--- src/rtl/wcg_pkg.sv ---
`timescale 1ns / 1ps

package wcg_pkg;

    localparam int PHASE_BITS_DEF = 16;
    localparam int COEF_BITS_DEF  = 16;

    localparam int INDEX_W = 16;
    localparam int STEP_W  = 16;
    localparam int KIND_W  = 2;
    localparam int COEF_W  = 16;

    localparam int CORDIC_STEPS = 30;
    localparam int XY_W         = 34;
    localparam int Z_W          = 33;

    // gain-corrected 1.0 in Q30
    localparam logic signed [XY_W-1:0] CORDIC_X0 = 34'sd652032874;

    // Q30 window constants
    localparam longint K_HALF = 64'sd536870912;
    localparam longint K_054  = 64'sd579820585;
    localparam longint K_046  = 64'sd493921239;
    localparam longint K_042  = 64'sd450971566;
    localparam longint K_008  = 64'sd85899346;

    localparam logic [KIND_W-1:0] KIND_HANN     = 2'd0;
    localparam logic [KIND_W-1:0] KIND_HAMMING  = 2'd1;
    localparam logic [KIND_W-1:0] KIND_BLACKMAN = 2'd2;

    localparam logic REG_WINDOW_KIND = 1'b0;
    localparam logic REG_PHASE_STEP  = 1'b1;

    localparam logic [COEF_W-1:0] COEF_MAX = 16'd32768;

    typedef struct packed {
        logic signed [XY_W-1:0] x;
        logic signed [XY_W-1:0] y;
        logic signed [Z_W-1:0]  z;
        logic                   neg;
    } lane_t;

    typedef struct packed {
        lane_t l1;
        lane_t l2;
    } cell_data_t;

    // arctangent of 2^-i in units of 2^-32 turns
    function automatic logic signed [Z_W-1:0] atan_turns(input int i);
        logic signed [Z_W-1:0] v;
        begin
            case (i)
                0:  v = 33'sd536870912;
                1:  v = 33'sd316933406;
                2:  v = 33'sd167458907;
                3:  v = 33'sd85004756;
                4:  v = 33'sd42667331;
                5:  v = 33'sd21354465;
                6:  v = 33'sd10679838;
                7:  v = 33'sd5340245;
                8:  v = 33'sd2670163;
                9:  v = 33'sd1335087;
                10: v = 33'sd667544;
                11: v = 33'sd333772;
                12: v = 33'sd166886;
                13: v = 33'sd83443;
                14: v = 33'sd41722;
                15: v = 33'sd20861;
                16: v = 33'sd10430;
                17: v = 33'sd5215;
                18: v = 33'sd2608;
                19: v = 33'sd1304;
                20: v = 33'sd652;
                21: v = 33'sd326;
                22: v = 33'sd163;
                23: v = 33'sd81;
                24: v = 33'sd41;
                25: v = 33'sd20;
                26: v = 33'sd10;
                27: v = 33'sd5;
                28: v = 33'sd3;
                29: v = 33'sd1;
                default: v = 33'sd0;
            endcase
            return v;
        end
    endfunction

    // round a positive Q30 constant to Qf
    function automatic longint round_q30(input longint k, input int f);
        begin
            return (k + (64'sd1 <<< (29 - f))) >>> (30 - f);
        end
    endfunction

endpackage

--- src/rtl/wcg_combine.sv ---
`timescale 1ns / 1ps

module wcg_combine #(
    parameter int COEF_BITS = wcg_pkg::COEF_BITS_DEF
) (
    input  logic                              clk,
    input  logic                              rst_n,
    input  logic                              en,
    input  logic [wcg_pkg::KIND_W-1:0]        window_kind,
    input  logic                              valid_in,
    input  wcg_pkg::cell_data_t               data_in,
    output logic                              valid_out,
    output logic [wcg_pkg::COEF_W-1:0]        coefficient
);

    localparam int F  = COEF_BITS - 2;
    localparam int CW = F + 2;
    localparam int PW = 2 * CW;
    localparam int SW = PW + 1;
    localparam int XS = 30 - F;
    localparam int RS = 2 * F - 15;

    localparam logic signed [wcg_pkg::XY_W-1:0] X_HALF =
        wcg_pkg::XY_W'(64'sd1 <<< (XS - 1));
    localparam logic signed [SW-1:0] W_HALF = SW'(64'sd1 <<< (RS - 1));

    localparam logic signed [CW-1:0] A_HALF = CW'(wcg_pkg::round_q30(wcg_pkg::K_HALF, F));
    localparam logic signed [CW-1:0] A_054  = CW'(wcg_pkg::round_q30(wcg_pkg::K_054, F));
    localparam logic signed [CW-1:0] A_046  = CW'(wcg_pkg::round_q30(wcg_pkg::K_046, F));
    localparam logic signed [CW-1:0] A_042  = CW'(wcg_pkg::round_q30(wcg_pkg::K_042, F));
    localparam logic signed [CW-1:0] A_008  = CW'(wcg_pkg::round_q30(wcg_pkg::K_008, F));

    logic signed [CW-1:0] a0;
    logic signed [CW-1:0] a1;
    logic signed [CW-1:0] a2;
    logic                 kind_ok;

    always_comb
    begin
        a0 = '0;
        a1 = '0;
        a2 = '0;
        kind_ok = 1'b1;
        case (window_kind)
            wcg_pkg::KIND_HANN:
            begin
                a0 = A_HALF;
                a1 = A_HALF;
            end
            wcg_pkg::KIND_HAMMING:
            begin
                a0 = A_054;
                a1 = A_046;
            end
            wcg_pkg::KIND_BLACKMAN:
            begin
                a0 = A_042;
                a1 = A_HALF;
                a2 = A_008;
            end
            default:
            begin
                kind_ok = 1'b0;
            end
        endcase
    end

    // stage 1: sign fold and round both cosines to QF
    logic signed [wcg_pkg::XY_W-1:0] x1_s;
    logic signed [wcg_pkg::XY_W-1:0] x2_s;
    logic signed [wcg_pkg::XY_W-1:0] x1_sh;
    logic signed [wcg_pkg::XY_W-1:0] x2_sh;
    logic signed [CW-1:0]            c1_next;
    logic signed [CW-1:0]            c2_next;
    logic signed [CW-1:0]            c1_reg;
    logic signed [CW-1:0]            c2_reg;
    logic                            v1_reg;

    always_comb
    begin
        x1_s = data_in.l1.neg ? -data_in.l1.x : data_in.l1.x;
        x2_s = data_in.l2.neg ? -data_in.l2.x : data_in.l2.x;
        x1_sh = (x1_s + X_HALF) >>> XS;
        x2_sh = (x2_s + X_HALF) >>> XS;
        c1_next = x1_sh[CW-1:0];
        c2_next = x2_sh[CW-1:0];
    end

    // stage 2: weight the cosine terms
    logic signed [PW-1:0] t1_next;
    logic signed [PW-1:0] t2_next;
    logic signed [PW-1:0] t1_reg;
    logic signed [PW-1:0] t2_reg;
    logic                 v2_reg;

    assign t1_next = a1 * c1_reg;
    assign t2_next = a2 * c2_reg;

    // stage 3: sum, round to Q15, clamp
    logic signed [SW-1:0]         w_sum;
    logic signed [SW-1:0]         w_rnd;
    logic [wcg_pkg::COEF_W-1:0]   coef_next;
    logic [wcg_pkg::COEF_W-1:0]   coef_reg;
    logic                         v3_reg;

    always_comb
    begin
        w_sum = (SW'(a0) <<< F) - SW'(t1_reg) + SW'(t2_reg);
        w_rnd = (w_sum + W_HALF) >>> RS;
        if (!kind_ok || w_rnd[SW-1])
        begin
            coef_next = '0;
        end
        else if (w_rnd > SW'(wcg_pkg::COEF_MAX))
        begin
            coef_next = wcg_pkg::COEF_MAX;
        end
        else
        begin
            coef_next = w_rnd[wcg_pkg::COEF_W-1:0];
        end
    end

    always_ff @(posedge clk or negedge rst_n)
    begin
        if (!rst_n)
        begin
            v1_reg <= 1'b0;
            v2_reg <= 1'b0;
            v3_reg <= 1'b0;
        end
        else if (en)
        begin
            v1_reg <= valid_in;
            v2_reg <= v1_reg;
            v3_reg <= v2_reg;
        end
    end

    always_ff @(posedge clk)
    begin
        if (en)
        begin
            c1_reg   <= c1_next;
            c2_reg   <= c2_next;
            t1_reg   <= t1_next;
            t2_reg   <= t2_next;
            coef_reg <= coef_next;
        end
    end

    assign valid_out   = v3_reg;
    assign coefficient = coef_reg;

endmodule
--- config.mk ---
export PLATFORM = sky130hd
export DESIGN_NAME = wcg_combine
export DESIGN_NICKNAME = d
export VERILOG_FILES = /design/src/rtl/wcg_pkg.sv /design/src/rtl/wcg_combine.sv
export SDC_FILE = /design/constraint.sdc
export NUM_CORES = 1
export LEC_CHECK = 0
export BUFFER_PORTS_ARGS = -buffer_cell sky130_fd_sc_hd__buf_2
export CAP_MARGIN = 40
export CORE_UTILIZATION = 31
export CTS_CLUSTER_SIZE = 30
export DETAILED_ROUTE_END_ITERATION = 10
export GPL_ROUTABILITY_DRIVEN = 0
export SYNTH_ARGS = -nofsm -noshare
export SYNTH_HDL_FRONTEND = slang
export SYNTH_SLANG_ARGS = --single-unit
--- constraint.sdc ---
create_clock -name clk -period 15.45 [get_ports clk]
set_clock_uncertainty 0.1 [all_clocks]
set_input_delay 1.545 -clock clk [delete_from_list [all_inputs] [get_ports clk]]
set_output_delay 1.545 -clock clk [all_outputs]
set_load 0.01 [all_outputs]
# --- After elaboration in Yosys (flattened, before gate mapping) ---
# Index checks and enable logic that the tools add are counted.
word_totals:
  regBits: 115
  input_bits: 210
  out_inout_bits: 17
classes:
  n_addsub: 7
  multipliers: 2
  order_cmp: 1
  eq_ne: 2
  mux: 7
  n_reduce_logical: 6
ops:
  columns: ["operator", "count"]
  rows:
  - ["32-bit by 17-bit adder with 32-bit output (second input constant)", 2]
  - ["32-bit 2-to-1 mux", 2]
  - ["32-bit negator", 2]
  - ["14-bit one-hot mux with 3 select lines", 1]
  - ["33-bit by 14-bit adder with 33-bit output (second input constant)", 1]
  - ["33-bit by 32-bit adder with 33-bit output", 1]
  - ["33-bit by 16-bit greater-than comparator with 1-bit output (second input constant)", 1]
  - ["29-bit by 32-bit subtractor with 33-bit output", 1]
  - ["15-bit by 16-bit multiplier with 31-bit output", 1]
  - ["12-bit by 16-bit multiplier with 28-bit output", 1]
  - ["14-bit one-hot mux with 2 select lines", 1]
  - ["16-bit 2-to-1 mux", 1]
  - ["11-bit 2-to-1 mux", 1]
  - ["2-bit OR reduction", 2]
  - ["3-bit OR reduction", 1]
  - ["2-bit by 1-bit equality test with 1-bit output (second input constant)", 1]
  - ["2-bit equality test (second input constant)", 1]
  - ["2-bit logical NOT", 1]
  - ["1-bit logical NOT", 1]
  - ["1-bit logical OR", 1]
  - ["1-bit 2-to-1 mux", 1]

# --- Depth between registers and ports, before layout ---
depth:
  ltp_word: 7
  ltp_mapped: 28
  mapped_depth_nobuf: 26

# --- Worst setup path after synthesis ---
# Ideal clock, no wire load.
synth_path:
  path_kind: "input -> register"
  from: "input window_kind[1] (netlist bit)"
  to: "register t1_reg[30] (data pin)"
  t_arrival_ns: 7.464
  slack_ns: 7.626
  stages: 26
  cell_sequence: "inv_1 > ha_1 > clkbuf_1 > clkbuf_1 > and2_1 > ha_1 > fa_1 > fa_1 > fa_1 > inv_1 > fa_1 > inv_1 > ha_1 > ha_1 > clkbuf_1 > a21o_1 > a2111oi_0 > o31a_1 > o31ai_1 > o41ai_1 > nor2b_1 > o21a_1 > o21ai_0 > nand2b_1 > a21oi_1 > xnor2_1"
synth_between:
  elab_chain_cells: 4
synth_lines:
  columns: ["element", "line", "text"]
  rows:
  - ["start, declared", "wcg_combine.sv:9", "input logic [wcg_pkg::KIND_W-1:0] window_kind,"]
  - ["2-bit equality test / 2-bit logical NOT (equally long branches)", "wcg_combine.sv:44", "case (window_kind)"]
  - ["2-bit OR reduction (no line)", null, null]
  - ["14-bit one-hot mux with 2 select lines *", "wcg_combine.sv:44", null]
  - ["15-bit by 16-bit multiplier with 31-bit output *", "wcg_combine.sv:96", "assign t1_next = a1 * c1_reg;"]
  - ["net t1_next[30]", "wcg_combine.sv:90", "logic signed [PW-1:0] t1_next;"]
  - ["end signal, assigned", "wcg_combine.sv:146", "t1_reg <= t1_next;"]
  - ["end, declared", "wcg_combine.sv:92", "logic signed [PW-1:0] t1_reg;"]
# The timed path passes the listed nets; every way through them passes the cells marked *.
# A chain may end at the register's enable or synchronous reset.

# --- Worst setup path in the final report ---
layout_path:
  from: "input window_kind[0] (netlist bit)"
  to: "register t1_reg[30] (data pin)"
# The elaborated chain is that of the path after synthesis.

==> reports/results.tsv <==
metric	value	unit
status	finished, final reports clean	
ys flop type	edfxtp_1	
Avg Cell Area, Syn	9.909	sq um
total wire length	31.76	mm
peak supply drop	83.79	uV
Final Max Tran Viols	0	
CP required	15470	ps
global route overflow	0	
Die Span X	231.2	microns
actual slew at the worst max-slew pin	807.4	ps
drt first pass iters	5	
CP max-delay cell	fa_1	
reg2reg end	t1_reg[30]	
area grow syn2layout	8.838	%
TritonCTS Buffers	9	
hpwl dp	27.36	mm
full die area	53440	sq um
Clock Path Buffers	2	
port buffer count	88	
sequential element share of the synthesized area	0.2020	
Setup CP Type	input port to register	
final hold vios	0	
Fillers	5180	
Critical path buffers and inverters	4	
flops & latches, synth	110	
ordered cell list for the critical path	buf_2 > ha_1 > buf_4 > and2_1 > ha_1 > inv_1 > fa_1 > fa_1 > fa_1 > inv_1 > fa_1 > ha_1 > ha_1 > and4_1 > a2111oi_0 > o31a_1 > o31ai_1 > o41ai_1 > nor2b_1 > o21a_1 > o21ai_0 > nand2b_1 > a21oi_1 > xnor2_1	
GRT Total Usage	0.1239	
async set-reset flop share out of synthesis	0.02727	
Max Cap Viol	0	
worst flop-to-flop path startpoint	c1_reg[4]	
Final Net Count	2361	
# diodes	0	
routed vias	10930	
Worst Reg2Reg Path Length in Cells	21	
Top Ports	227	
static leakage	8.882	nW
first-pass GRT wire length	53.81	mm
unrepaired setup endpoints after global routing	false	
Via density	4.563	
largest area contributor in the netlist	fa_1	
top cells by area, synth	fa_1, ha_1, edfxtp_1, inv_1, xnor2_1	
hold_buf cts	0	
buffers inserted by post-CTS timing repair	0	
Clk Latency, worst-skew pair	380	ps
post-synth cell types	82	
CORE AREA	51610	sq um
largest net degree at the start of global routing	65	
commonest non-fill, non-tap cells in the layout	inv_1, ha_1, fa_1	
initial antenna violation count	1	
post-CTS resize count	0	
layout cells sized above 1	0.07701	
wire length per cell	13.27	microns
clock-pin transition on the worst setup and hold timing paths	70	ps
H-tree depth	3	
HP Class	register to register	
Die Height	231.2	microns
number of flops mapped to enable cells by yosys	107	
minimum clock period	8376	ps
Max FO, Critical Path	31	
CP startpoint kind	input port	
register area	3288	sq um
drc violations	0	
Crit. End Element	register	
Max Clk Rate	0.1194	GHz
Tcrit/Tclk final	0.5421	
cells after synthesis	1643	
WHS Path Cells	1	
CTS sink count	110	
Hold EP	v2_reg	
Multi-input gate area	11500	sq um
CP startpoint	window_kind[0]	
worst path arrival time	8390	ps
Synth top area share	0.2263	
DR iter-0 viols	431	
max reg flops	31	
headroom to the max-slew limit	0.4617	
vias in the first global route	11220	
Yosys warnings	0	
Std-Cell Rows	83	
syn nets	2295	
setup_tns	0	ps
reg-to-reg slack, setup	8780	ps
mapped cell area	16280	sq um
PD cells	128.3	nW/um^2
DRT antenna net count	0	
Top Family by Delay on Critical Path	adder cells	
CTS tree	yes	
clock root buffer	clkbuf_16	
commonest non-fill, non-tap cell in the layout	inv_1	
CP max stage delay	550	ps
fin util	0.3433	
Initial Util	0.3154	
final setup fails	0	
Worst Hold Launch	v2_reg	
==> cell usage after synthesis, types with 7 or more instances <==
| library cell | n |
|---|---|
| o22ai_1 | 7 |
| and3_1 | 19 |
| nand4_1 | 12 |
| inv_1 | 358 |
| a21oi_1 | 57 |
| o21ai_0 | 30 |
| a31oi_1 | 9 |
| edfxtp_1 | 107 |
| nor4_1 | 10 |
| xor2_1 | 47 |
| fa_1 | 184 |
| or2_2 | 7 |
| a21o_1 | 28 |
| nand3_1 | 20 |
| and2_1 | 44 |
| clkbuf_1 | 32 |
| o21a_1 | 14 |
| xnor2_1 | 82 |
| nor2b_1 | 30 |
| nand2b_1 | 10 |
| nor3_1 | 21 |
| nand2_1 | 78 |
| ha_1 | 258 |
| nor2_1 | 56 |
==> report_power, final <==
part	internal, mW	switching [mW]
combinational	0.663	0.919
sequential	0.438	0.0311
clock	0.110	0.112
total	1.21	1.06
==> worst reg2reg max path, stage by stage, from the launching register on <==
cell and delay, ps:
edfxtp_1 590, and2_1 250, ha_1 310, fa_1 460, fa_1 510, fa_1 540
inv_1 50, fa_1 520, inv_1 40, ha_1 290, ha_1 390, a21o_1 220
a2111oi_0 510, o31a_1 280, o31ai_1 120, o41ai_1 450, nor2b_1 90, o21a_1 190
o21ai_0 150, nand2b_1 70, a21oi_1 170, xnor2_1 100
==> logic make-up (layout without fill, tap and decap cells) <==
| family | after synthesis | in the layout | share of synthesized area |
|---|---|---|---|
| muxes | 10 | 10 | 0.006456 |
| buffers and inverters | 396 | 467 | 0.09169 |
| adders and majority gates | 443 | 443 | 0.4251 |
| other | 1 | 1 | 0.0002303 |
| AOI/OAI and AO/OA | 221 | 221 | 0.09791 |
| xor gates and xnor gates | 129 | 129 | 0.06940 |
| and+or+nand+nor | 333 | 333 | 0.1072 |
| DFF | 110 | 110 | 0.2020 |
==> layout make-up <==
class                      instances  area share
clock inverter                     5    0.001907
tap                              680     0.04802
inverter                         360     0.07626
sequential                       110      0.1856
multi-input combinational       1137      0.6490
clock buffer                      11     0.01313
timing repair buffer              91     0.02613
==> per-stage QoR <==
| stage | setup WS [ps] | hold slack (ps) | instance area (sq um) | std cells | power (mW) |
|---|---|---|---|---|---|
| finish | 7074 | 411.5 | 17720 | 2394 | 2.274 |
| global route | 6719 | 432.2 | 17720 | 2394 | 2.517 |
| CTS | 7040 | 416.0 | 17720 | 2394 | 2.300 |
| detailed placement | 6653 | 398.3 | 17450 | 2378 | 2.062 |
| global placement | 6818 | 383.2 | 17450 | 2377 | 2.029 |
| floorplan | 7626 | 374.9 | 16280 | 1643 | 1.728 |
==> how the worst max path moves through the flow <==
| stage | end | slack [ps] | cells after the start |
|---|---|---|---|
| 2_1_floorplan | t1_reg[30] | 7630 | 26 |
| 4_1_cts | t1_reg[30] | 7040 | 24 |
| 3_3_place_gp | t1_reg[30] | 6820 | 24 |
| 5_1_grt | t1_reg[30] | 6720 | 24 |
| 3_5_place_dp | t1_reg[30] | 6650 | 24 |
| 6_report | t1_reg[30] | 7070 | 24 |
==> routing by layer <==
| layer | vias up | GRT usage | share of wire |
|---|---|---|---|
| met1 | 5255 | 0.1595 | 0.48 |
| met3 | 16 | 0.01686 | 0.024 |
| met2 | 123 | 0.2157 | 0.48 |
| li1 | 5531 | - | - |
| met5 | - | 0 | 0 |
| met4 | 0 | 0.03477 | 0.015 |
Note: power is estimated with default switching activity, not from simulation.
