[src/rtl/wcg_pkg.sv]
`timescale 1ns / 1ps

package wcg_pkg;

    localparam int PHASE_BITS_DEF = 16;
    localparam int COEF_BITS_DEF  = 16;

    localparam int INDEX_W = 16;
    localparam int STEP_W  = 16;
    localparam int KIND_W  = 2;
    localparam int COEF_W  = 16;

    localparam int CORDIC_STEPS = 30;
    localparam int XY_W         = 34;
    localparam int Z_W          = 33;

    // gain-corrected 1.0 in Q30
    localparam logic signed [XY_W-1:0] CORDIC_X0 = 34'sd652032874;

    // Q30 window constants
    localparam longint K_HALF = 64'sd536870912;
    localparam longint K_054  = 64'sd579820585;
    localparam longint K_046  = 64'sd493921239;
    localparam longint K_042  = 64'sd450971566;
    localparam longint K_008  = 64'sd85899346;

    localparam logic [KIND_W-1:0] KIND_HANN     = 2'd0;
    localparam logic [KIND_W-1:0] KIND_HAMMING  = 2'd1;
    localparam logic [KIND_W-1:0] KIND_BLACKMAN = 2'd2;

    localparam logic REG_WINDOW_KIND = 1'b0;
    localparam logic REG_PHASE_STEP  = 1'b1;

    localparam logic [COEF_W-1:0] COEF_MAX = 16'd32768;

    typedef struct packed {
        logic signed [XY_W-1:0] x;
        logic signed [XY_W-1:0] y;
        logic signed [Z_W-1:0]  z;
        logic                   neg;
    } lane_t;

    typedef struct packed {
        lane_t l1;
        lane_t l2;
    } cell_data_t;

    // arctangent of 2^-i in units of 2^-32 turns
    function automatic logic signed [Z_W-1:0] atan_turns(input int i);
        logic signed [Z_W-1:0] v;
        begin
            case (i)
                0:  v = 33'sd536870912;
                1:  v = 33'sd316933406;
                2:  v = 33'sd167458907;
                3:  v = 33'sd85004756;
                4:  v = 33'sd42667331;
                5:  v = 33'sd21354465;
                6:  v = 33'sd10679838;
                7:  v = 33'sd5340245;
                8:  v = 33'sd2670163;
                9:  v = 33'sd1335087;
                10: v = 33'sd667544;
                11: v = 33'sd333772;
                12: v = 33'sd166886;
                13: v = 33'sd83443;
                14: v = 33'sd41722;
                15: v = 33'sd20861;
                16: v = 33'sd10430;
                17: v = 33'sd5215;
                18: v = 33'sd2608;
                19: v = 33'sd1304;
                20: v = 33'sd652;
                21: v = 33'sd326;
                22: v = 33'sd163;
                23: v = 33'sd81;
                24: v = 33'sd41;
                25: v = 33'sd20;
                26: v = 33'sd10;
                27: v = 33'sd5;
                28: v = 33'sd3;
                29: v = 33'sd1;
                default: v = 33'sd0;
            endcase
            return v;
        end
    endfunction

    // round a positive Q30 constant to Qf
    function automatic longint round_q30(input longint k, input int f);
        begin
            return (k + (64'sd1 <<< (29 - f))) >>> (30 - f);
        end
    endfunction

endpackage

[src/rtl/wcg_cordic_cell.sv]
`timescale 1ns / 1ps

module wcg_cordic_cell #(
    parameter int STEP = 0
) (
    input  logic                clk,
    input  logic                rst_n,
    input  logic                en,
    input  logic                valid_in,
    input  wcg_pkg::cell_data_t data_in,
    output logic                valid_out,
    output wcg_pkg::cell_data_t data_out
);

    localparam logic signed [wcg_pkg::Z_W-1:0] ATAN = wcg_pkg::atan_turns(STEP);

    logic                valid_reg;
    wcg_pkg::cell_data_t data_reg;
    wcg_pkg::cell_data_t data_next;

    function automatic wcg_pkg::lane_t rotate(input wcg_pkg::lane_t l);
        wcg_pkg::lane_t         r;
        logic signed [wcg_pkg::XY_W-1:0] xs;
        logic signed [wcg_pkg::XY_W-1:0] ys;
        begin
            xs = l.x >>> STEP;
            ys = l.y >>> STEP;
            r.neg = l.neg;
            if (!l.z[wcg_pkg::Z_W-1])
            begin
                r.x = l.x - ys;
                r.y = l.y + xs;
                r.z = l.z - ATAN;
            end
            else
            begin
                r.x = l.x + ys;
                r.y = l.y - xs;
                r.z = l.z + ATAN;
            end
            return r;
        end
    endfunction

    always_comb
    begin
        data_next.l1 = rotate(data_in.l1);
        data_next.l2 = rotate(data_in.l2);
    end

    always_ff @(posedge clk or negedge rst_n)
    begin
        if (!rst_n)
        begin
            valid_reg <= 1'b0;
        end
        else if (en)
        begin
            valid_reg <= valid_in;
        end
    end

    always_ff @(posedge clk)
    begin
        if (en)
        begin
            data_reg <= data_next;
        end
    end

    assign valid_out = valid_reg;
    assign data_out  = data_reg;

endmodule

[config.mk]
export PLATFORM = sky130hd
export DESIGN_NAME = wcg_cordic_cell
export DESIGN_NICKNAME = d
export VERILOG_FILES = /design/src/rtl/wcg_pkg.sv /design/src/rtl/wcg_cordic_cell.sv
export SDC_FILE = /design/constraint.sdc
export NUM_CORES = 1
export LEC_CHECK = 0
export BUFFER_PORTS_ARGS = -buffer_cell sky130_fd_sc_hd__buf_4
export CAP_MARGIN = 5
export CORE_MARGIN = 3
export CORE_UTILIZATION = 51
export CTS_BUF_LIST = sky130_fd_sc_hd__clkbuf_16
export DETAILED_ROUTE_END_ITERATION = 7
export PLACE_DENSITY = 0.81
export SLEW_MARGIN = 5
export SYNTH_ARGS = -nofsm -noshare
export SYNTH_HDL_FRONTEND = slang
export SYNTH_SLANG_ARGS = --single-unit
[constraint.sdc]
create_clock -name clk -period 0.8 [get_ports clk]
set_input_delay 0.08 -clock clk [delete_from_list [all_inputs] [get_ports clk]]
set_output_delay 0.08 -clock clk [all_outputs]
set_load 0.05 [all_outputs]
==> run_summary.xml, run 1 <==
<?xml version="1.0" encoding="UTF-8"?>
<metrics>
  <group name="yosys">
    <metric name="gate_count_after_technology_mapping" unit="">2027</metric>
    <metric name="ys.flop_type" unit="">edfxtp_1</metric>
    <metric name="synth.net_count" unit="">2445</metric>
    <metric name="netlist-cell-type-count" unit="">90</metric>
    <metric name="synth_edf_count" unit="">202</metric>
    <metric name="postSynthAreaPerCell" unit="sq um">8.87</metric>
    <metric name="post_synth_instance_area" unit="sq um">18000</metric>
    <metric name="synthArstFlopShare" unit="%">0.493</metric>
    <metric name="yosysWarningCount" unit="">0</metric>
    <metric name="synth-seq-area-share" unit="%">33.9</metric>
    <metric name="synth.ff_latch_count" unit="">203</metric>
  </group>
  <group name="cts">
    <metric name="cts_inserted_buffers" unit="">24</metric>
    <metric name="ctsHtreeMaxLevel" unit="">1</metric>
    <metric name="cts_max_path_buffers" unit="">3</metric>
    <metric name="clock-sinks" unit="">203</metric>
    <metric name="clock_tree.root_cell" unit="">clkbuf_16</metric>
  </group>
  <group name="grt">
    <metric name="grt_start_max_net_pins" unit="">40</metric>
  </group>
  <group name="die">
    <metric name="initial_utilization" unit="%">51.9</metric>
    <metric name="fp-row-count" unit="">68</metric>
    <metric name="chipHeight" unit="microns">194</metric>
    <metric name="die_w" unit="microns">194</metric>
    <metric name="boundaryPins" unit="">413</metric>
  </group>
  <group name="placed_design">
    <metric name="preCtsSetupSlack" unit="ps">-2330</metric>
    <metric name="portBuffers" unit="">412</metric>
    <metric name="post-place-cells" unit="">3495</metric>
    <metric name="dpl.hpwl" unit="microns">62400</metric>
    <metric name="gp_routability_congestion" unit="">1.05</metric>
  </group>
  <group name="sta">
    <metric name="crit_endpoint" unit="">data_out[200]$_DFFE_PP_/D</metric>
    <metric name="pin_category_terminating_the_worst_setup_path_after_the_last_repair" unit="">register input</metric>
  </group>
  <group name="run_status">
    <metric name="outcome" unit="">did not finish</metric>
    <metric name="lastStage" unit="">global routing</metric>
    <metric name="err" unit="">[ERROR DPL-0038] Utilization greater than 100%, impossible to legalize</metric>
  </group>
</metrics>
Yosys cell counts (all sizes together), types with 35 or more instances:
library cell / count / area, sq um
a21oi: 269 / 1350
inv: 215 / 807
edfxtp: 202 / 6070
ha: 202 / 2530
nor2: 163 / 619
o21ai: 152 / 764
xnor2: 113 / 990
nand2: 111 / 417
clkbuf: 54 / 243
nor3: 38 / 190
buf: 36 / 226
o21bai: 35 / 263
stage by stage:
stage	area, sq um	utilization, %
2_1_floorplan	19200	-
3_3_place_gp	27500	79.4
3_5_place_dp	27500	79.4
4_1_cts	31800	91.9
kinds of logic after synthesis:
group | count (synthesis) | synth area share, %
fa+ha+maj | 210 | 15.0
flops | 203 | 33.9
compound gates | 686 | 23.9
buf+inv | 309 | 7.19
xor+xnor | 132 | 6.43
mux | 27 | 1.51
simple gates | 460 | 12.1
repair_timing:
| action | in CTS |
|---|---|
| pin swaps | 214 |
| hold endpoints to repair | 68 |
| setup buffers | 122 |
| setup endpoints to repair | 337 |
| resized for setup | 468 |
| hold buffers | 65 |
| gates cloned | 1 |
==> run 2, diff against run 1 <==
--- a/config.mk
+++ b/config.mk
@@ -8,10 +8,9 @@
 export BUFFER_PORTS_ARGS = -buffer_cell sky130_fd_sc_hd__buf_4
 export CAP_MARGIN = 5
 export CORE_MARGIN = 3
-export CORE_UTILIZATION = 51
-export CTS_BUF_LIST = sky130_fd_sc_hd__clkbuf_16
+export CORE_UTILIZATION = 40
 export DETAILED_ROUTE_END_ITERATION = 7
-export PLACE_DENSITY = 0.81
+export PLACE_DENSITY_LB_ADDON = 0.15
 export SLEW_MARGIN = 5
 export SYNTH_ARGS = -nofsm -noshare
 export SYNTH_HDL_FRONTEND = slang
==> constraint.sdc (replaced) <==
create_clock -name clk -period 1 [get_ports clk]
set_input_delay 0.1 -clock clk [delete_from_list [all_inputs] [get_ports clk]]
set_output_delay 0.1 -clock clk [all_outputs]
set_load 0.05 [all_outputs]
==> run_summary.xml, run 2 <==
<?xml version="1.0" encoding="UTF-8"?>
<metrics>
  <group name="route">
    <metric name="avgRoutedWirePerCell" unit="microns">20.5</metric>
    <metric name="post_drt_via_cell_ratio" unit="">5.36</metric>
    <metric name="drt_first_pass_iters" unit="">6</metric>
    <metric name="iter_0_drt_violations" unit="">1363</metric>
    <metric name="count_of_antenna_violating_nets_left_after_detailed_routing" unit="">0</metric>
    <metric name="routed_wl" unit="microns">80200</metric>
    <metric name="routed-via-count" unit="">20900</metric>
    <metric name="drt_drc_violations_left" unit="">0</metric>
  </group>
  <group name="cts">
    <metric name="clock_tree.root_cell" unit="">clkbuf_16</metric>
    <metric name="clkTransAtPathRegs" unit="ps">60</metric>
    <metric name="ctsHtreeMaxLevel" unit="">1</metric>
    <metric name="cts_max_path_buffers" unit="">3</metric>
    <metric name="clock_latency" unit="ps">560</metric>
    <metric name="cts_inserted_buffers" unit="">25</metric>
    <metric name="clock-sinks" unit="">203</metric>
    <metric name="cts_tree" unit="">done</metric>
  </group>
  <group name="yosys">
    <metric name="synthTopCellsByArea" unit="">edfxtp_1 (34%), ha_1 (14%), a21oi_1 (7.5%), xnor2_1 (5.5%), inv_1 (4.5%)</metric>
    <metric name="synth-seq-area-share" unit="%">33.9</metric>
    <metric name="yosysMostFrequentCell" unit="">a21oi_1</metric>
    <metric name="synth.cells.most_frequent" unit="">a21oi_1 (268), inv_1 (215), edfxtp_1 (202), ha_1 (202), nor2_1 (162)</metric>
    <metric name="synth_top_area_share" unit="%">33.7</metric>
    <metric name="postSynthAreaPerCell" unit="sq um">8.87</metric>
    <metric name="post_synth_instance_area" unit="sq um">18000</metric>
    <metric name="synth_edf_count" unit="">202</metric>
    <metric name="synthArstFlopShare" unit="%">0.493</metric>
    <metric name="synth.ff_latch_count" unit="">203</metric>
    <metric name="gate_count_after_technology_mapping" unit="">2027</metric>
    <metric name="ys.flop_type" unit="">edfxtp_1</metric>
    <metric name="synth_top_area_cell" unit="">edfxtp_1</metric>
    <metric name="synth.net_count" unit="">2445</metric>
    <metric name="netlist-cell-type-count" unit="">90</metric>
    <metric name="yosysWarningCount" unit="">0</metric>
  </group>
  <group name="sta">
    <metric name="hold_violations" unit="">0</metric>
    <metric name="finalSetupViolCount" unit="">333</metric>
    <metric name="fin_skew" unit="ps">0</metric>
    <metric name="max_slew_margin" unit="%">50.8</metric>
    <metric name="worstMarginPinSlew" unit="ps">731</metric>
    <metric name="setup_repair_after_global_routing_missed_its_margin" unit="">yes</metric>
    <metric name="period_share" unit="%">231</metric>
    <metric name="final.min_clock_period" unit="ps">2310</metric>
    <metric name="layout_setup_ws" unit="ps">-1310</metric>
    <metric name="maxClockFrequency" unit="MHz">432</metric>
    <metric name="setup_tns" unit="ps">-156950</metric>
    <metric name="timing_max_transition_violations_final" unit="">0</metric>
  </group>
  <group name="die">
    <metric name="die_footprint" unit="sq um">47500</metric>
    <metric name="initial_utilization" unit="%">40.6</metric>
    <metric name="fp.coreArea" unit="sq um">44300</metric>
    <metric name="fp-row-count" unit="">77</metric>
    <metric name="boundaryPins" unit="">413</metric>
    <metric name="die_w" unit="microns">218</metric>
    <metric name="chipHeight" unit="microns">218</metric>
  </group>
  <group name="finish">
    <metric name="mostFrequentLayoutCells" unit="">buf_4 (901), buf_6 (322), edfxtp_1 (202)</metric>
    <metric name="flow.area_growth_from_synthesis" unit="%">91.2</metric>
    <metric name="commonest_non_fill_non_tap_cell_in_the_layout" unit="">buf_4</metric>
    <metric name="num-fill-cells" unit="">2922</metric>
    <metric name="finish.utilization" unit="%">77.5</metric>
    <metric name="largest_reg_flops" unit="">202</metric>
    <metric name="finalInstanceArea" unit="sq um">34400</metric>
    <metric name="final_layout_size_suffix_gt1_share" unit="%">54.7</metric>
    <metric name="final_net_count" unit="">3712</metric>
    <metric name="n_antenna_cell" unit="">0</metric>
  </group>
  <group name="placed_design">
    <metric name="gp_routability_congestion" unit="">0.960</metric>
    <metric name="portBuffers" unit="">412</metric>
    <metric name="dpl.hpwl" unit="microns">59700</metric>
    <metric name="placed_standard_cell_area" unit="sq um">28100</metric>
  </group>
  <group name="flow_run">
    <metric name="max-cap-violations" unit="">0</metric>
  </group>
  <group name="worst_setup_path">
    <metric name="cp_data_arrival_time" unit="ps">2630</metric>
    <metric name="critical_path_class" unit="">in2reg</metric>
    <metric name="cp_data_required_time" unit="ps">1320</metric>
    <metric name="worst-path-max-fanout" unit="">6</metric>
    <metric name="setup.worst_path.start_class" unit="">input port</metric>
    <metric name="worstSetupEndpointType" unit="">flip-flop</metric>
  </group>
  <group name="grt">
    <metric name="grt_pass1_vias" unit="">21600</metric>
    <metric name="antenna_found_initial" unit="">2</metric>
    <metric name="globalRouteTotalUtil" unit="%">31.7</metric>
    <metric name="grt_overflow" unit="">0</metric>
    <metric name="grt_pass1_wl" unit="microns">120000</metric>
    <metric name="grt_start_max_net_pins" unit="">24</metric>
  </group>
  <group name="run_status">
    <metric name="violations" unit="">setup timing</metric>
    <metric name="outcome" unit="">finished, violations left</metric>
  </group>
  <group name="hold_path">
    <metric name="hp-class" unit="">in2reg</metric>
  </group>
  <group name="pwr">
    <metric name="cellPowerDensity" unit="nW/um^2">1310</metric>
    <metric name="max-vdd-ir-drop" unit="mV">2.00</metric>
    <metric name="fin_total_pwr" unit="W">0.0450</metric>
    <metric name="p_leak" unit="nW">15.3</metric>
  </group>
</metrics>
run 2: cell counts after synthesis:
Identical to the previous run, type by type.
run 2: final timing paths:
kind | startpoint | endpoint | slack [ps] | cells after the start
setup / recovery | data_in[38] | data_out[100] | -1310 | 15
setup reg to reg | valid_out | valid_out | 80 | 2
max in group asynchronous | rst_n | valid_out | 490 | 3
hold / removal | data_in[68] | data_out[34] | 50 | 4
min in group asynchronous | rst_n | valid_out | 390 | 3
hold reg to reg | valid_out | valid_out | 670 | 2
run 2: metal layers:
| layer | track usage, % | up-vias | wire [microns] |
|---|---|---|---|
| li1 | - | 9795 | - |
| met1 | 38.0 | 10100 | 30700 |
| met3 | 3.47 | 209 | 4530 |
| met5 | 0 | - | 16 |
| met2 | 58.3 | 799 | 41500 |
| met4 | 12.1 | 4 | 3520 |
run 2: report_power, final:
group | switching [W] | internal [W]
Clock | 0.00385 | 0.00541
Sequential | 0.000663 | 0.0110
Combinational | 0.0133 | 0.0108
Total | 0.0178 | 0.0272
run 2: kinds of logic after synthesis:
group / after synthesis / synth area share [%]
AO/OA/AOI/OAI: 686 / 23.9
AND/OR/NAND/NOR: 460 / 12.1
buffers and inverters: 309 / 7.19
adder cells (fa/ha/maj): 210 / 15.0
flip-flops: 203 / 33.9
XOR/XNOR: 132 / 6.43
multiplexers: 27 / 1.51
run 2: metrics by stage:
stage	instances	setup WS, ps	hold slack, ps
after CTS	3863	-1260	17.1
after detailed placement	3673	-2050	-124
final	3905	-1310	48.2
after global placement	3673	-1990	-124
after floorplan	2027	-1480	-196
after global routing	3905	-1390	32.6
run 2: area by class of cell:
| class | count | area [sq um] | share of cell area (%) |
|---|---|---|---|
| Clock inverter | 17 | 184 | 0.535 |
| Clock buffer | 29 | 641 | 1.86 |
| Multi-Input combinational cell | 1515 | 14000 | 40.7 |
| Sequential cell | 203 | 6090 | 17.7 |
| Tap cell | 592 | 741 | 2.16 |
| Timing Repair Buffer | 1330 | 11700 | 34.2 |
| Inverter | 219 | 968 | 2.82 |
run 2: timing repair:
action,4_1_cts,5_1_grt
buffers inserted,101,70
gates cloned,0,0
pin swaps,264,199
hold endpoints to repair,80,0
setup endpoints to repair,327,333
gates resized for setup,672,225
hold buffers,70,0
run 2: critical path: stages:
cell	delay (ps)
buf_8	100
inv_4	50
ha_4	200
and2b_2	260
buf_6	100
o21ai_2	40
a311o_1	390
a41o_4	280
o211a_4	260
o41ai_2	290
buf_4	190
buf_6	90
o2111ai_2	70
nand2_1	120
xnor2_1	70
Note: power is estimated with default switching activity, not from simulation.
==> run 3, diff against run 2 <==
--- a/config.mk
+++ b/config.mk
@@ -9,6 +9,7 @@
 export CAP_MARGIN = 5
 export CORE_MARGIN = 3
 export CORE_UTILIZATION = 40
+export CTS_BUF_LIST = sky130_fd_sc_hd__clkbuf_16
 export DETAILED_ROUTE_END_ITERATION = 7
 export PLACE_DENSITY_LB_ADDON = 0.15
 export SLEW_MARGIN = 5
==> run_summary.xml, run 3 (same netlist as run 2, synthesis figures left out) <==
<?xml version="1.0" encoding="UTF-8"?>
<metrics>
  <group name="grt">
    <metric name="grt_pass1_wl" unit="microns">120000</metric>
    <metric name="antenna_found_initial" unit="">2</metric>
    <metric name="grt_overflow" unit="">0</metric>
    <metric name="globalRouteTotalUtil" unit="%">31.7</metric>
    <metric name="grt_start_max_net_pins" unit="">24</metric>
    <metric name="grt_pass1_vias" unit="">21600</metric>
  </group>
  <group name="pwr">
    <metric name="combPwrFrac" unit="%">53.5</metric>
    <metric name="fin_total_pwr" unit="W">0.0450</metric>
    <metric name="intPower" unit="W">0.0272</metric>
    <metric name="netSwitchingPower" unit="W">0.0178</metric>
    <metric name="cellPowerDensity" unit="nW/um^2">1310</metric>
    <metric name="switching_share" unit="%">39.6</metric>
    <metric name="pwr-share-clk" unit="%">20.5</metric>
    <metric name="seqPwrFrac" unit="%">26.0</metric>
    <metric name="p_leak" unit="nW">15.3</metric>
    <metric name="max-vdd-ir-drop" unit="mV">2.00</metric>
  </group>
  <group name="route">
    <metric name="routed_wl" unit="microns">80200</metric>
    <metric name="post_drt_via_cell_ratio" unit="">5.36</metric>
    <metric name="drt_drc_violations_left" unit="">0</metric>
    <metric name="count_of_antenna_violating_nets_left_after_detailed_routing" unit="">0</metric>
    <metric name="avgRoutedWirePerCell" unit="microns">20.5</metric>
    <metric name="drt_first_pass_iters" unit="">7</metric>
    <metric name="routed-via-count" unit="">20900</metric>
    <metric name="iter_0_drt_violations" unit="">1377</metric>
  </group>
  <group name="worst_setup_path">
    <metric name="max_stage_delay" unit="ps">390</metric>
    <metric name="crit_path_frequent_cell" unit="">buf_6</metric>
    <metric name="reg2reg_from" unit="">valid_out</metric>
    <metric name="critical_path_class" unit="">in2reg</metric>
    <metric name="worstSetupEndpointType" unit="">flip-flop</metric>
    <metric name="worst-path-max-fanout" unit="">6</metric>
    <metric name="setup.worst_path.start" unit="">data_in[38]</metric>
    <metric name="cp_data_arrival_time" unit="ps">2630</metric>
    <metric name="timing.critical_path.buf_inv" unit="">5</metric>
    <metric name="crit_chain" unit="">buf_8 -&gt; inv_4 -&gt; ha_4 -&gt; and2b_2 -&gt; buf_6 -&gt; o21ai_2 -&gt; a311o_1 -&gt; a41o_4 -&gt; o211a_4 -&gt; o41ai_2 -&gt; buf_4 -&gt; buf_6 -&gt; o2111ai_2 -&gt; nand2_1 -&gt; xnor2_1</metric>
    <metric name="cp_data_required_time" unit="ps">1310</metric>
    <metric name="timing.critical_path.max_delay_family" unit="">compound AO/OA/AOI/OAI gates</metric>
    <metric name="slowest_stage" unit="">a311o_1</metric>
    <metric name="setup.worst_path.start_class" unit="">input port</metric>
  </group>
  <group name="die">
    <metric name="fp-row-count" unit="">77</metric>
    <metric name="boundaryPins" unit="">413</metric>
    <metric name="initial_utilization" unit="%">40.6</metric>
    <metric name="die_w" unit="microns">218</metric>
    <metric name="die_footprint" unit="sq um">47500</metric>
    <metric name="chipHeight" unit="microns">218</metric>
    <metric name="fp.coreArea" unit="sq um">44300</metric>
  </group>
  <group name="sta">
    <metric name="finalSetupViolCount" unit="">332</metric>
    <metric name="hold_slack" unit="ps">48.2</metric>
    <metric name="period_share" unit="%">231</metric>
    <metric name="timing_max_transition_violations_final" unit="">0</metric>
    <metric name="hold_violations" unit="">0</metric>
    <metric name="maxClockFrequency" unit="MHz">432</metric>
    <metric name="final.min_clock_period" unit="ps">2310</metric>
    <metric name="fin_skew" unit="ps">0</metric>
    <metric name="max_slew_margin" unit="%">50.8</metric>
    <metric name="worstMarginPinSlew" unit="ps">731</metric>
    <metric name="setup_repair_after_global_routing_missed_its_margin" unit="">yes</metric>
    <metric name="layout_setup_ws" unit="ps">-1310</metric>
  </group>
  <group name="finish">
    <metric name="final_layout_size_suffix_gt1_share" unit="%">54.7</metric>
    <metric name="flow.area_growth_from_synthesis" unit="%">91.2</metric>
    <metric name="commonest_non_fill_non_tap_cell_in_the_layout" unit="">buf_4</metric>
    <metric name="mostFrequentLayoutCells" unit="">buf_4 (901), buf_6 (322), edfxtp_1 (202)</metric>
    <metric name="num-fill-cells" unit="">2922</metric>
    <metric name="largest_reg_flops" unit="">202</metric>
    <metric name="final_net_count" unit="">3712</metric>
    <metric name="n_antenna_cell" unit="">0</metric>
    <metric name="finalInstanceArea" unit="sq um">34400</metric>
  </group>
  <group name="placed_design">
    <metric name="preCtsSetupSlack" unit="ps">-2050</metric>
    <metric name="portBuffers" unit="">412</metric>
    <metric name="placed_standard_cell_area" unit="sq um">28100</metric>
    <metric name="dpl.hpwl" unit="microns">59700</metric>
    <metric name="gp_routability_congestion" unit="">0.960</metric>
  </group>
  <group name="flow_run">
    <metric name="max-cap-violations" unit="">0</metric>
  </group>
  <group name="cts">
    <metric name="clock_tree.root_cell" unit="">clkbuf_16</metric>
    <metric name="clock-sinks" unit="">203</metric>
    <metric name="cts_tree" unit="">done</metric>
    <metric name="ctsHtreeMaxLevel" unit="">1</metric>
    <metric name="cts_inserted_buffers" unit="">25</metric>
    <metric name="cts_max_path_buffers" unit="">3</metric>
    <metric name="clock_latency" unit="ps">560</metric>
    <metric name="clkTransAtPathRegs" unit="ps">60</metric>
  </group>
  <group name="run_status">
    <metric name="outcome" unit="">finished, violations left</metric>
    <metric name="violations" unit="">setup timing</metric>
  </group>
  <group name="hold_path">
    <metric name="worstHoldStart" unit="">data_in[68]</metric>
    <metric name="hp-class" unit="">in2reg</metric>
  </group>
</metrics>
[run 3: metal layers]
metal	global-route usage (%)	up-vias	routed length, microns
li1	-	9796	-
met3	3.47	206	4580
met2	58.3	812	41500
met1	38.0	10100	30600
met4	12.1	4	3520
met5	0	-	16
[run 3: timing repair]
item / CTS / global route
setup buffers: 101 / 70
pin swaps: 264 / 199
resized for setup: 672 / 225
hold buffers: 70 / 0
hold endpoints to repair: 80 / 0
setup endpoints to repair: 327 / 333
[run 3: worst min-delay path: cells and delay by family]
family / cells / cell delay [ps]
buffers and inverters: 3 / 210
adders and majority gates: 1 / 110
[run 3: power by group through the flow]
stage               clock [W]  combinational, W  sequential (W)
finish                0.00922            0.0241          0.0117
global route          0.00973            0.0253          0.0118
CTS                   0.00932            0.0225          0.0117
detailed placement          0            0.0195          0.0116
global placement            0            0.0193          0.0115
floorplan                   0           0.00670          0.0157
[run 3: area by class of cell]
| class | instances | area (sq um) | area share, % |
|---|---|---|---|
| clock buffers | 25 | 626 | 1.82 |
| multi-input cells | 1515 | 14000 | 40.7 |
| clock inverters | 21 | 199 | 0.579 |
| inverters | 219 | 968 | 2.82 |
| flip-flops and latches | 203 | 6090 | 17.7 |
| well taps | 592 | 741 | 2.16 |
| repair buffers | 1330 | 11700 | 34.2 |
[run 3: path summary, 6_finish.rpt]
| check | endpoint | cells after the start | slack [ps] |
|---|---|---|---|
| max | data_out[100] | 15 | -1310 |
| min | data_out[34] | 4 | 50 |
| max reg2reg | valid_out | 2 | 80 |
| min reg2reg | valid_out | 2 | 670 |
| max in group asynchronous | valid_out | 3 | 490 |
| min in group asynchronous | valid_out | 3 | 390 |
[run 3: through the flow]
stage	TNS (ps)	utilization [%]	std cells
CTS	-150970	74.5	3863
floorplan	-121830	-	2027
global placement	-191910	63.3	3673
detailed placement	-193980	63.3	3673
global route	-170100	77.5	3905
finish	-156970	77.5	3905
